$ cat src/rtl/core/wmcr_pkg.sv
// Shared types and constants of the Wiegand multi-channel receiver.
// Used by the modules under rtl/core except wmcr_ram; depends on nothing.
`default_nettype none

package wmcr_pkg;

   localparam int TIME_W      = 32;
   localparam int DOOR_W      = 8;
   localparam int TAG_W       = 24;
   localparam int NUM_DOORS   = 4;
   localparam int CSR_ADDR_W  = 3;
   localparam int CSR_DATA_W  = 32;
   localparam int REQ_TDATA_W = 40;
   localparam int RSP_TDATA_W = 72;

   // configuration register indexes
   typedef enum logic [CSR_ADDR_W-1:0] {
      CSR_GAP_TIMEOUT = 3'd0,
      CSR_DOOR_CH0    = 3'd1,
      CSR_DOOR_CH1    = 3'd2,
      CSR_DOOR_CH2    = 3'd3,
      CSR_DOOR_CH3    = 3'd4
   } csr_index_type;

   localparam logic [TIME_W-1:0] GAP_TIMEOUT_RESET = 32'd100000;
   localparam logic [DOOR_W-1:0] DOOR_CH0_RESET    = 8'd13;
   localparam logic [DOOR_W-1:0] DOOR_CH1_RESET    = 8'd11;
   localparam logic [DOOR_W-1:0] DOOR_CH2_RESET    = 8'd14;
   localparam logic [DOOR_W-1:0] DOOR_CH3_RESET    = 8'd12;

   // status of one channel update, frame stage to top level
   typedef struct packed {
      logic take;   // a bit was shifted in
      logic done;   // the frame completed with this bit
   } upd_status_type;

endpackage

`default_nettype wire

$ cat src/rtl/core/wmcr_ram.sv
// Generic single-port-write, single-port-read RAM with registered read.
// Standalone; no package dependency.
`default_nettype none

module wmcr_ram #(
   parameter int WIDTH  = 8,
   parameter int DEPTH  = 4,
   parameter int ADDR_W = (DEPTH > 1) ? $clog2(DEPTH) : 1
) (
   input  wire logic              clock,
   input  wire logic              wr_en,
   input  wire logic [ADDR_W-1:0] wr_addr,
   input  wire logic [WIDTH-1:0]  wr_data,
   input  wire logic              rd_en,
   input  wire logic [ADDR_W-1:0] rd_addr,
   output logic      [WIDTH-1:0]  rd_data
);

   logic [WIDTH-1:0] mem_ff [DEPTH];
   logic [WIDTH-1:0] rd_data_ff;

   always_ff @(posedge clock) begin
      if (wr_en) begin
         mem_ff[wr_addr] <= wr_data;
      end
      if (rd_en) begin
         rd_data_ff <= mem_ff[rd_addr];
      end
   end

   assign rd_data = rd_data_ff;

endmodule

`default_nettype wire

$ cat src/rtl/core/wmcr_frame_update.sv
// Per-channel frame assembly: gap check, bit shift-in, completion and frame time.
// Depends on wmcr_pkg.
`default_nettype none

module wmcr_frame_update #(
   parameter int FRAME_BITS = 26,
   parameter int CNT_W      = 5
) (
   input  wire logic                          take,
   input  wire logic                          bit_in,
   input  wire logic [wmcr_pkg::TIME_W-1:0]   now,
   input  wire logic [wmcr_pkg::TIME_W-1:0]   pulse_len,
   input  wire logic [wmcr_pkg::TIME_W-1:0]   gap_timeout,
   input  wire logic                          active_rd,
   input  wire logic [CNT_W-1:0]              count_rd,
   input  wire logic [FRAME_BITS-1:0]         shift_rd,
   input  wire logic [wmcr_pkg::TIME_W-1:0]   first_time_rd,
   input  wire logic [wmcr_pkg::TIME_W-1:0]   first_pulse_rd,
   input  wire logic [wmcr_pkg::TIME_W-1:0]   last_time_rd,
   output logic                               active_wr,
   output logic      [CNT_W-1:0]              count_wr,
   output logic      [FRAME_BITS-1:0]         shift_wr,
   output logic      [wmcr_pkg::TIME_W-1:0]   first_time_wr,
   output logic      [wmcr_pkg::TIME_W-1:0]   first_pulse_wr,
   output logic      [wmcr_pkg::TIME_W-1:0]   last_time_wr,
   output logic      [wmcr_pkg::TAG_W-1:0]    tag,
   output logic      [wmcr_pkg::TIME_W-1:0]   frame_time,
   output wmcr_pkg::upd_status_type           status
);

   localparam logic [CNT_W-1:0] TOP_BIT   = CNT_W'(FRAME_BITS - 1);
   localparam logic [CNT_W-1:0] FULL_CNT  = CNT_W'(FRAME_BITS);

   logic                        new_frame;
   logic [CNT_W-1:0]            cnt0;
   logic [CNT_W-1:0]            cnt1;
   logic [FRAME_BITS-1:0]       sv0;
   logic [FRAME_BITS-1:0]       sv1;
   logic [wmcr_pkg::TIME_W-1:0] since_last;
   logic [wmcr_pkg::TIME_W-1:0] fbt;
   logic [wmcr_pkg::TIME_W-1:0] fpl;
   logic [31:0]                 sv_wide;
   logic                        done;

   always_comb begin
      since_last = now - last_time_rd;
      new_frame  = !active_rd || (since_last > gap_timeout);
      cnt0       = new_frame ? '0 : count_rd;
      if (cnt0 >= FULL_CNT) begin
         cnt0 = '0;
      end
      sv0   = new_frame ? '0 : shift_rd;
      fbt   = new_frame ? now : first_time_rd;
      fpl   = (cnt0 == '0) ? pulse_len : first_pulse_rd;
      // MSB first
      sv1   = sv0 | (FRAME_BITS'(bit_in) << (TOP_BIT - cnt0));
      cnt1  = cnt0 + CNT_W'(1);
      done  = (cnt1 == FULL_CNT);

      sv_wide    = 32'(sv1);
      tag        = sv_wide[wmcr_pkg::TAG_W:1];
      frame_time = now - fbt + fpl;

      if (take) begin
         active_wr      = !done;
         count_wr       = done ? '0 : cnt1;
         shift_wr       = sv1;
         first_time_wr  = fbt;
         first_pulse_wr = fpl;
         last_time_wr   = now;
      end else begin
         active_wr      = active_rd;
         count_wr       = count_rd;
         shift_wr       = shift_rd;
         first_time_wr  = first_time_rd;
         first_pulse_wr = first_pulse_rd;
         last_time_wr   = last_time_rd;
      end

      status.take = take;
      status.done = take && done;
   end

endmodule

`default_nettype wire

$ cat src/rtl/core/wiegand_multi_channel_receiver.sv
// Wiegand multi-channel receiver, top level. A completing word is registered into stage 1
// with its state read, then updated and loaded into the output register that drives rsp_.
// Takes one word per cycle unless a bit waits on a full output register; line and channel
// state sit in registered-read RAMs, back-to-back hits on one entry are forwarded from the last write.
// Reset is synchronous; per-entry valid bits make unwritten entries read as idle.
// Depends on wmcr_pkg, wmcr_ram, wmcr_frame_update.
`default_nettype none

module wiegand_multi_channel_receiver #(
   parameter int NUM_CHANNELS = 4,
   parameter int FRAME_BITS   = 26
) (
   input  wire logic                                  clock,
   input  wire logic                                  reset,
   // [1:0] channel_index, [2] line_select, [3] line_level, [35:4] now_us
   input  wire logic [wmcr_pkg::REQ_TDATA_W-1:0]      req_tdata,
   input  wire logic                                  req_tvalid,
   output logic                                       req_tready,
   // [1:0] out_channel, [9:2] door, [33:10] tag, [65:34] frame_time_us
   output logic      [wmcr_pkg::RSP_TDATA_W-1:0]      rsp_tdata,
   output logic                                       rsp_tvalid,
   input  wire logic                                  rsp_tready,
   input  wire logic                                  csr_we,
   input  wire logic [wmcr_pkg::CSR_ADDR_W-1:0]       csr_addr,
   input  wire logic [wmcr_pkg::CSR_DATA_W-1:0]       csr_wdata
);

   localparam int TW         = wmcr_pkg::TIME_W;
   localparam int NUM_LINES  = 2 * NUM_CHANNELS;
   localparam int CA_W       = (NUM_CHANNELS > 1) ? $clog2(NUM_CHANNELS) : 1;
   localparam int LA_W       = $clog2(NUM_LINES);
   localparam int CNT_W      = $clog2(FRAME_BITS + 1);
   localparam int LINE_W     = 1 + TW;
   localparam int CHAN_W     = 1 + CNT_W + FRAME_BITS + 3 * TW;
   localparam logic [LINE_W-1:0] LINE_IDLE = {1'b1, {TW{1'b0}}};

   // ---------------- configuration ----------------
   logic [TW-1:0]                 gap_ff;
   logic [wmcr_pkg::DOOR_W-1:0]   door_ff [wmcr_pkg::NUM_DOORS];

   always_ff @(posedge clock) begin
      if (reset) begin
         gap_ff     <= wmcr_pkg::GAP_TIMEOUT_RESET;
         door_ff[0] <= wmcr_pkg::DOOR_CH0_RESET;
         door_ff[1] <= wmcr_pkg::DOOR_CH1_RESET;
         door_ff[2] <= wmcr_pkg::DOOR_CH2_RESET;
         door_ff[3] <= wmcr_pkg::DOOR_CH3_RESET;
      end else if (csr_we) begin
         unique case (wmcr_pkg::csr_index_type'(csr_addr))
            wmcr_pkg::CSR_GAP_TIMEOUT: gap_ff     <= csr_wdata;
            wmcr_pkg::CSR_DOOR_CH0:    door_ff[0] <= csr_wdata[wmcr_pkg::DOOR_W-1:0];
            wmcr_pkg::CSR_DOOR_CH1:    door_ff[1] <= csr_wdata[wmcr_pkg::DOOR_W-1:0];
            wmcr_pkg::CSR_DOOR_CH2:    door_ff[2] <= csr_wdata[wmcr_pkg::DOOR_W-1:0];
            wmcr_pkg::CSR_DOOR_CH3:    door_ff[3] <= csr_wdata[wmcr_pkg::DOOR_W-1:0];
            default: ;
         endcase
      end
   end

   // ---------------- input decode ----------------
   logic [1:0]      in_ch;
   logic            in_sel;
   logic [CA_W-1:0] in_caddr;
   logic [LA_W-1:0] in_laddr;
   logic            accept;

   assign in_ch    = req_tdata[1:0];
   assign in_sel   = req_tdata[2];
   assign in_caddr = CA_W'(in_ch);
   assign in_laddr = LA_W'({in_caddr, in_sel});
   assign accept   = req_tvalid && req_tready;

   // ---------------- stage 1 registers ----------------
   logic            s1_valid_ff, s1_valid_in;
   logic            s1_inrange_ff;
   logic [1:0]      s1_ch_ff;
   logic            s1_sel_ff;
   logic            s1_level_ff;
   logic [TW-1:0]   s1_now_ff;
   logic [CA_W-1:0] s1_caddr_ff;
   logic [LA_W-1:0] s1_laddr_ff;

   // ---------------- state memories ----------------
   logic              line_we, chan_we;
   logic [LINE_W-1:0] line_rd, line_wd;
   logic [CHAN_W-1:0] chan_rd, chan_wd;

   wmcr_ram #(.WIDTH(LINE_W), .DEPTH(NUM_LINES), .ADDR_W(LA_W)) u_line_ram (
      .clock   (clock),
      .wr_en   (line_we),
      .wr_addr (s1_laddr_ff),
      .wr_data (line_wd),
      .rd_en   (accept),
      .rd_addr (in_laddr),
      .rd_data (line_rd)
   );

   wmcr_ram #(.WIDTH(CHAN_W), .DEPTH(NUM_CHANNELS), .ADDR_W(CA_W)) u_chan_ram (
      .clock   (clock),
      .wr_en   (chan_we),
      .wr_addr (s1_caddr_ff),
      .wr_data (chan_wd),
      .rd_en   (accept),
      .rd_addr (in_caddr),
      .rd_data (chan_rd)
   );

   // valid bits and last-write forwarding
   logic [NUM_LINES-1:0]    line_vld_ff, line_vld_in;
   logic [NUM_CHANNELS-1:0] chan_vld_ff, chan_vld_in;
   logic                    lfw_vld_ff, cfw_vld_ff;
   logic [LA_W-1:0]         lfw_addr_ff;
   logic [CA_W-1:0]         cfw_addr_ff;
   logic [LINE_W-1:0]       lfw_data_ff;
   logic [CHAN_W-1:0]       cfw_data_ff;

   logic [LINE_W-1:0] line_cur;
   logic [CHAN_W-1:0] chan_cur;

   always_comb begin
      if (lfw_vld_ff && lfw_addr_ff == s1_laddr_ff) begin
         line_cur = lfw_data_ff;
      end else if (line_vld_ff[s1_laddr_ff]) begin
         line_cur = line_rd;
      end else begin
         line_cur = LINE_IDLE;
      end
      if (cfw_vld_ff && cfw_addr_ff == s1_caddr_ff) begin
         chan_cur = cfw_data_ff;
      end else if (chan_vld_ff[s1_caddr_ff]) begin
         chan_cur = chan_rd;
      end else begin
         chan_cur = '0;
      end
   end

   // ---------------- stage 1 update ----------------
   logic          last_level;
   logic [TW-1:0] low_start;
   logic          s1_rise;
   logic          s1_adv;
   logic          rsp_free;
   logic          s1_write;

   assign last_level = line_cur[LINE_W-1];
   assign low_start  = line_cur[TW-1:0];
   assign s1_rise    = s1_inrange_ff && s1_level_ff && !last_level;
   assign rsp_free   = !rsp_tvalid || rsp_tready;
   assign s1_adv     = !s1_valid_ff || !s1_rise || rsp_free;
   assign req_tready = s1_adv;
   assign s1_write   = s1_valid_ff && s1_adv && s1_inrange_ff;

   always_comb begin
      line_wd = {s1_level_ff, low_start};
      // falling edge marks the start of the low pulse
      if (!s1_level_ff && last_level) begin
         line_wd[TW-1:0] = s1_now_ff;
      end
   end

   logic                     act_rd, act_wr;
   logic [CNT_W-1:0]         cnt_rd, cnt_wr;
   logic [FRAME_BITS-1:0]    sv_rd, sv_wr;
   logic [TW-1:0]            fbt_rd, fbt_wr, fpl_rd, fpl_wr, lbt_rd, lbt_wr;
   logic [wmcr_pkg::TAG_W-1:0] upd_tag;
   logic [TW-1:0]            upd_time;
   wmcr_pkg::upd_status_type upd_status;

   assign {act_rd, cnt_rd, sv_rd, fbt_rd, fpl_rd, lbt_rd} = chan_cur;
   assign chan_wd = {act_wr, cnt_wr, sv_wr, fbt_wr, fpl_wr, lbt_wr};

   wmcr_frame_update #(.FRAME_BITS(FRAME_BITS), .CNT_W(CNT_W)) u_frame (
      .take           (s1_rise),
      .bit_in         (s1_sel_ff),
      .now            (s1_now_ff),
      .pulse_len      (s1_now_ff - low_start),
      .gap_timeout    (gap_ff),
      .active_rd      (act_rd),
      .count_rd       (cnt_rd),
      .shift_rd       (sv_rd),
      .first_time_rd  (fbt_rd),
      .first_pulse_rd (fpl_rd),
      .last_time_rd   (lbt_rd),
      .active_wr      (act_wr),
      .count_wr       (cnt_wr),
      .shift_wr       (sv_wr),
      .first_time_wr  (fbt_wr),
      .first_pulse_wr (fpl_wr),
      .last_time_wr   (lbt_wr),
      .tag            (upd_tag),
      .frame_time     (upd_time),
      .status         (upd_status)
   );

   assign line_we = s1_write;
   assign chan_we = s1_write && upd_status.take;

   always_comb begin
      line_vld_in = line_vld_ff;
      chan_vld_in = chan_vld_ff;
      if (line_we) begin
         line_vld_in[s1_laddr_ff] = 1'b1;
      end
      if (chan_we) begin
         chan_vld_in[s1_caddr_ff] = 1'b1;
      end
      s1_valid_in = accept ? 1'b1 : (s1_adv ? 1'b0 : s1_valid_ff);
   end

   always_ff @(posedge clock) begin
      if (reset) begin
         s1_valid_ff <= 1'b0;
         line_vld_ff <= '0;
         chan_vld_ff <= '0;
         lfw_vld_ff  <= 1'b0;
         cfw_vld_ff  <= 1'b0;
      end else begin
         s1_valid_ff <= s1_valid_in;
         line_vld_ff <= line_vld_in;
         chan_vld_ff <= chan_vld_in;
         if (line_we) begin
            lfw_vld_ff <= 1'b1;
         end
         if (chan_we) begin
            cfw_vld_ff <= 1'b1;
         end
      end
   end

   always_ff @(posedge clock) begin
      if (accept) begin
         s1_inrange_ff <= (32'(in_ch) < NUM_CHANNELS);
         s1_ch_ff      <= in_ch;
         s1_sel_ff     <= in_sel;
         s1_level_ff   <= req_tdata[3];
         s1_now_ff     <= req_tdata[35:4];
         s1_caddr_ff   <= in_caddr;
         s1_laddr_ff   <= in_laddr;
      end
      if (line_we) begin
         lfw_addr_ff <= s1_laddr_ff;
         lfw_data_ff <= line_wd;
      end
      if (chan_we) begin
         cfw_addr_ff <= s1_caddr_ff;
         cfw_data_ff <= chan_wd;
      end
   end

   // ---------------- output register ----------------
   logic                          rsp_valid_ff, rsp_valid_in;
   logic [wmcr_pkg::RSP_TDATA_W-1:0] rsp_data_ff;
   logic                          rsp_load;

   assign rsp_load = s1_write && upd_status.done;

   always_comb begin
      rsp_valid_in = rsp_valid_ff;
      if (rsp_load) begin
         rsp_valid_in = 1'b1;
      end else if (rsp_tready) begin
         rsp_valid_in = 1'b0;
      end
   end

   always_ff @(posedge clock) begin
      if (reset) begin
         rsp_valid_ff <= 1'b0;
      end else begin
         rsp_valid_ff <= rsp_valid_in;
      end
   end

   always_ff @(posedge clock) begin
      if (rsp_load) begin
         rsp_data_ff <= {6'd0, upd_time, upd_tag, door_ff[s1_ch_ff], s1_ch_ff};
      end
   end

   assign rsp_tvalid = rsp_valid_ff;
   assign rsp_tdata  = rsp_data_ff;

`ifndef ASSERT_OFF
   // stage 1 only holds when a bit waits on a full output register
   a_stall_cause: assert property (@(posedge clock) disable iff (reset)
      (s1_valid_ff && !s1_adv) |-> (s1_rise && rsp_tvalid && !rsp_tready))
      else $error("stage 1 stalled without a blocked result");

   // a completed frame always comes from a shifted-in bit
   a_done_take: assert property (@(posedge clock) disable iff (reset)
      upd_status.done |-> upd_status.take)
      else $error("frame done without a bit");

   // stored bit count stays below the frame length
   a_count_range: assert property (@(posedge clock) disable iff (reset)
      chan_we |-> (32'(cnt_wr) < FRAME_BITS))
      else $error("bit count out of range");

   // a loaded result is presented on the next cycle
   a_rsp_load: assert property (@(posedge clock) disable iff (reset)
      rsp_load |=> rsp_tvalid)
      else $error("result lost");
`endif

endmodule

`default_nettype wire

$ cat config.mk
export PLATFORM = sky130hd
export DESIGN_NAME = wiegand_multi_channel_receiver
export DESIGN_NICKNAME = d
export VERILOG_FILES = /design/src/rtl/core/wmcr_pkg.sv /design/src/rtl/core/wmcr_ram.sv /design/src/rtl/core/wmcr_frame_update.sv /design/src/rtl/core/wiegand_multi_channel_receiver.sv
export SDC_FILE = /design/constraint.sdc
export NUM_CORES = 2
export LEC_CHECK = 0
export ABC_AREA = 1
export BUFFER_PORTS_ARGS = -buffer_cell sky130_fd_sc_hd__buf_2
export CAP_MARGIN = 20
export CORE_AREA = 8 8 347 349
export DETAILED_ROUTE_END_ITERATION = 16
export DIE_AREA = 0 0 355 357
export PLACE_DENSITY = 0.77
export SLEW_MARGIN = 30
export SYNTH_ARGS = -nofsm -noshare
export SYNTH_HDL_FRONTEND = slang
export SYNTH_SLANG_ARGS = --single-unit
$ cat constraint.sdc
create_clock -name clock -period 25.6 [get_ports clock]
set_input_delay 5.12 -clock clock [delete_from_list [all_inputs] [get_ports clock]]
set_output_delay 5.12 -clock clock [all_outputs]
set_load 0.01 [all_outputs]
**Yosys cells after proc, flatten, opt, wreduce, memory -nomap -nowiden**

Memory sizes are Yosys's and may differ from the RTL's. A register that Yosys moved wholly into a read port is not among the register bits.
Index checks and enable logic that the tools add are counted.

- Flip-flop bits (word level): 319
- Latch bits: 0
- Bits in writable memories: 808
- ROM bits: 0
- Input bits: 80
- Output and inout port bits: 74
- Word-level logic and storage cells: 129
- Memories kept: 3

Memories:

| memory | depth | width | rd ports | clocked after Yosys merged registers in | write ports | RTL line | text |
|---|---|---|---|---|---|---|---|
| u_chan_ram.mem_ff | 4 | 128 | 1 | 1 | 1 | wmcr_ram.sv:19 | `logic [WIDTH-1:0] mem_ff [DEPTH];` |
| u_line_ram.mem_ff | 8 | 33 | 1 | 1 | 1 | wmcr_ram.sv:19 |  |
| door_ff | 4 | 8 | 1 | 1 | 4 | wiegand_multi_channel_receiver.sv:39 | `logic [wmcr_pkg::DOOR_W-1:0] door_ff [wmcr_pkg::NUM_DOORS];` |

- $add $sub $neg: 6
- Multiply operators: 0
- Divide/modulo/power cells: 0
- $lt $le $gt $ge: 6
- Equal/unequal tests: 7
- Shift-type cells: 1
- Mux-type cells: 55
- Bitwise gates (word level): 7
- Reductions and logical operators: 27

Operators by type and width:

| cell | count |
|---|---|
| $mux W128 | 2 |
| $mux W32 | 6 |
| $sub A32 B32 Y32 | 3 |
| $mux W33 | 2 |
| $mux W26 | 2 |
| $add A32 B32 Y32 | 1 |
| $gt A32 B32 Y1 | 1 |
| $mux W8 | 4 |
| $mux W1 | 31 |
| $or A26 B26 Y26 | 1 |
| $shl A1 B5 Y26 | 1 |
| $mux W5 | 4 |
| $logic_and A1 B1 Y1 | 11 |
| $or A8 B8 Y8 | 1 |
| $logic_not A1 Y1 | 7 |
| $eq A3 B2 Y1 const B | 2 |
| $add A5 B1 Y5 const B | 1 |
| $eq A5 B5 Y1 const B | 1 |
| $ge A5 B5 Y1 const B | 1 |
| $logic_not A5 Y1 | 1 |
| $sub A5 B5 Y5 const A | 1 |
| $logic_or A1 B1 Y1 | 4 |
| $lt A3 B4 Y1 const B | 1 |
| $or A1 B1 Y1 | 4 |
| 15 further kinds | 16 |

**Logic depth before layout (Yosys ltp)**

- Depth in word-level cells: 15
- Gate-level depth with buffers: 63
- Mapped depth without buffers: 60

**Modules after synthesis**

From an unflattened synthesis, not the netlist that was laid out.

- Cell total of the unflattened synthesis: 6606
- Area, all modules: 62663.8 sq um

By module, submodules not included:

| module | instances | cells each | area each (sq um) | sequential area each (sq um) |
|---|---|---|---|---|
| wmcr_ram at u_chan_ram | 1 | 2142 | 25502.0 | 19218.4 |
| wiegand_multi_channel_receiver | 1 | 1816 | 16612.2 | 9969.6 |
| wmcr_ram at u_line_ram | 1 | 1192 | 12557.0 | 8918.6 |
| wmcr_frame_update | 1 | 1456 | 7992.7 | 0.0 |

**Worst setup path after synthesis**

OpenSTA, ideal clock, no wires.

- Path type: input to register
- Start: in rsp_tready
- End: mem u_chan_ram.mem_ff[2][0] (netlist name), enable pin
- Library setup time: 0.613 ns
- Data arrival time: 17.218 ns
- Data required time: 24.987 ns
- Setup slack: 7.769 ns
- Stages: 6
- Path buffers: 0
- Cells stage by stage: nor2_1 -> nand3_1 -> nand2_2 -> nor2_1 -> inv_1 -> nor2_1

- Word-level cells in the longest chain between the ends: 6

RTL lines:

| what | RTL line | text |
|---|---|---|
| start: declaration | wiegand_multi_channel_receiver.sv:22 | `input wire logic rsp_tready,` |
| $logic_or A1 B1 Y1 | wiegand_multi_channel_receiver.sv:148 | `assign rsp_free = !rsp_tvalid \|\| rsp_tready;` |
| $logic_or A1 B1 Y1 | wiegand_multi_channel_receiver.sv:149 | `assign s1_adv = !s1_valid_ff \|\| !s1_rise \|\| rsp_free;` |
| named net req_tready | wiegand_multi_channel_receiver.sv:18 | `output logic req_tready,` |
| $logic_and A1 B1 Y1 | wiegand_multi_channel_receiver.sv:151 | `assign s1_write = s1_valid_ff && s1_adv && s1_inrange_ff;` |
| $logic_and A1 B1 Y1 | wiegand_multi_channel_receiver.sv:196 | `assign chan_we = s1_write && upd_status.take;` |
| named net chan_we | wiegand_multi_channel_receiver.sv:84 | `logic line_we, chan_we;` |
| $mux W1 | wmcr_ram.sv:23 | `if (wr_en) begin` |
| $mux W1 (implied by the code) | wmcr_ram.sv:24 | `mem_ff[wr_addr] <= wr_data;` |
| end: declaration | wmcr_ram.sv:19 |  |

The timed path passes the listed nets, and every way through them passes these cells.

**Final worst setup path**

- Start: reg s1_caddr_ff[1]
- End: reg rsp_data_ff, in the netlist rsp_tdata[64] (data pin)

- Word-level cells in the longest chain between the ends: 13

RTL lines:

| what | RTL line | text |
|---|---|---|
| start: declaration | wiegand_multi_channel_receiver.sv:80 | `logic [CA_W-1:0] s1_caddr_ff;` |
| start signal: assignment | wiegand_multi_channel_receiver.sv:237 | `s1_caddr_ff <= in_caddr;` |
| $bmux W1 S2 | wiegand_multi_channel_receiver.sv:130 | `end else if (chan_vld_ff[s1_caddr_ff]) begin` |
| $mux W1 (implied by the code) | wiegand_multi_channel_receiver.sv:130 |  |
| $mux W128 | wiegand_multi_channel_receiver.sv:130 |  |
| $mux W128 (*) | wiegand_multi_channel_receiver.sv:128 | `if (cfw_vld_ff && cfw_addr_ff == s1_caddr_ff) begin` |
| parallel branches: the longest is 8 deep, another holds $sub A32 B32 Y32 | - |  |
| $add A32 B32 Y32 (*) | wmcr_frame_update.sv:62 | `frame_time = now - fbt + fpl;` |
| named net u_frame.frame_time, one bit | wmcr_frame_update.sv:27 | `output logic [wmcr_pkg::TIME_W-1:0] frame_time,` |
| end signal: assignment | wiegand_multi_channel_receiver.sv:276 | `rsp_data_ff <= {6'd0, upd_time, upd_tag, door_ff[s1_ch_ff], s1_ch_ff};` |
| end: declaration | wiegand_multi_channel_receiver.sv:252 | `logic [wmcr_pkg::RSP_TDATA_W-1:0] rsp_data_ff;` |

Mark *: on every way through the listed nets, which the timed path passes. The select of a mux whose other input is x is not followed.
A chain may end at the register's enable or synchronous reset.

==> out/results.tsv <==
metric	value	unit
slew_headroom	30.97	%
hp-class	reg2reg	
synth_top_flop_cell	edfxtp_1	
synthAdderAreaFrac	3.883	%
synth-xor-area-share	1.166	%
initialDrtViolationCount	4795	
finalNonFillerCells	6892	
irDropWorstVdd	63.62	uV
cts-root-buf	clkbuf_16	
leakage	23.99	nW
post-cts-setup-buffer-count	0	
worst_pin_slew	1.035	ns
synth_top_family_by_area	simple AND/OR/NAND/NOR gates	
layout.cells.most_common_list	edfxtp_1 (1,225), nand2_1 (798), nor2_1 (671), o21ai_0 (591), inv_1 (346)	
gp_congestion	0.9231	
area_growth	11.68	%
die_h	357	um
final_common_cell	edfxtp_1	
path_clk_slew	0.06	ns
rsz0062_at_grt	false	
cp_max_fo	110	
grt_pass1_wl	226.4	mm
cts_resized	0	
fin_area	0.06376	mm^2
path_class	reg2reg	
drc	0	
slowest_delay	0.63	ns
fin_skew	0.02580	ns
dieArea	0.1267	mm^2
ys_warn_count	0	
seq_area_frac_synth	66.11	%
drt-pass1-iter-count	6	
track_usage	22.98	%
muxShareOfSynthArea	0	%
setup_violations	0	
powerDensity	77.08	mW/mm^2
rows	125	
cts_tree	done	
hold_buffers	0	
grt_overflow	0	
synth_area	0.05709	mm^2
io_pins	154	
setup_tns	0	ns
cts_sinks	1273	
final_antenna_net_count	0	
grt_pass1_vias	38820	
syn_avg_cell_area	11.04	um^2
cp.arrival	13.06	ns
drive_gt1_share	9.055	%
place_area	0.05943	mm^2
drv_cap	0	
cp.required	26.08	ns
portBuffers	143	
die_w	355	um
critPathCaptureType	register	
hold_viol	0	
final_util	55.39	%
via_per_inst	5.829	
htreeDepth	4	
fin_crit_sh	49.14	%
antenna_found_initial	1	
synth_compound_area_share	11.12	%
startpoint_type	register	
hpwl	87.10	mm
ys_async_sr_fraction	0	%
crit_top_cell	nand2_1	
routed-via-count	40180	
synth_edf_count	1225	
synthSimpleGateAreaFrac	13.42	%
nets	5499	
insertion_delay	0.76	ns
detail_route.wl_per_cell	21.75	um
cts_buffer_depth	3	
routed_wl	149.9	mm
core	0.1151	mm^2
run_status	finished clean	
initial_core_util	49.60	%
cts_buffers	132	
grt_max_degree	161	
fmax	79.49	MHz
slowest_stage	inv_2	
period_needed	12.58	ns
place_inst	6651	
finalMaxSlewViolations	0	
ys_seq_elements	1273	
synthDistinctLibCells	63	
syn_inst	5171	
==> power breakdown <==
group | leakage [nW] | internal [mW] | switching (mW)
registers | 12.4 | 2.34 | 0.0153
logic | 9.45 | 0.199 | 0.453
clock network | 2.10 | 1.09 | 0.820
==> critical path, delay by kind of cell (launching register included) <==
| family | cells | cell delay [ns] |
|---|---|---|
| AO/OA/AOI/OAI | 12 | 2.74 |
| XOR/XNOR | 1 | 0.18 |
| adder cells (fa/ha/maj) | 5 | 1.67 |
| buffers and inverters | 11 | 3.13 |
| flip-flops | 1 | 0.51 |
| AND/OR/NAND/NOR | 21 | 3.79 |
==> sequential cells by signal (all words and copies together) (netlist names), 33 cells and up <==
register and flops:
cfw_data_ff 126, lfw_data_ff 33, rsp_tdata 66, u_chan_ram.mem_ff 504, u_chan_ram.rd_data 126, u_line_ram.mem_ff 264
u_line_ram.rd_data 33
==> routing by layer <==
layer	track usage [%]	vias to the layer above	share of wire [%]
met2	37.75	2105	47
met1	30.20	19300	39
met4	8.380	0	3.3
met5	0	-	0
li1	-	18450	-
met3	4.876	318	11
==> per-stage QoR <==
step / hold slack [ns] / worst slack [ns] / total power, mW
floorplan: 0.4349 / 7.769 / 2.814
global route: 0.4764 / 12.55 / 5.077
global placement: 0.4483 / 13.47 / 3.017
CTS: 0.4651 / 13.24 / 4.921
detailed placement: 0.4565 / 13.28 / 3.032
finish: 0.4673 / 13.02 / 4.914
==> synthesized netlist by cell type (25+ instances only) <==
cell	n	share of area (%)
ha_1	126	2.8
o21ai_1	58	0.51
xnor2_1	25	0.38
inv_1	353	2.3
o21ai_0	607	5.3
edfxtp_1	1225	64
nand3_1	322	2.8
xor2_1	51	0.78
a31oi_1	38	0.42
o22ai_1	160	1.8
a21oi_1	198	1.7
buf_1	26	0.17
fa_1	32	1.1
dfxtp_1	48	1.7
nor2_1	676	4.4
nand2_1	798	5.2
clkbuf_1	213	1.4
==> logic make-up after synthesis <==
family / Yosys count
fa+ha+maj: 158
flops: 1273
compound gates: 1155
xor+xnor: 76
simple gates: 1873
buf+inv: 635
other cells: 1
==> final cells by class <==
cell class	instances	area [um^2]
Clock buffer	164	3540
Timing Repair Buffer	213	1368
Sequential cell	1273	37750
Antenna cell	1	2.502
Inverter	373	1425
Fill cell	9320	51350
Multi-Input combinational cell	3268	17000
Tap cell	1524	1907
Clock inverter	76	773.2
==> final timing paths <==
| kind | from | to | slack, ns | cells after the start |
|---|---|---|---|---|
| min reg2reg | gap_ff[25] | gap_ff[25] | 0.47 | 2 |
| max reg2reg | s1_caddr_ff[1] | rsp_tdata[64] | 13.02 | 50 |
| min | gap_ff[25] | gap_ff[25] | 0.47 | 2 |
| max | s1_caddr_ff[1] | rsp_tdata[64] | 13.02 | 50 |
No activity file was read; power rests on OpenSTA's default activity.
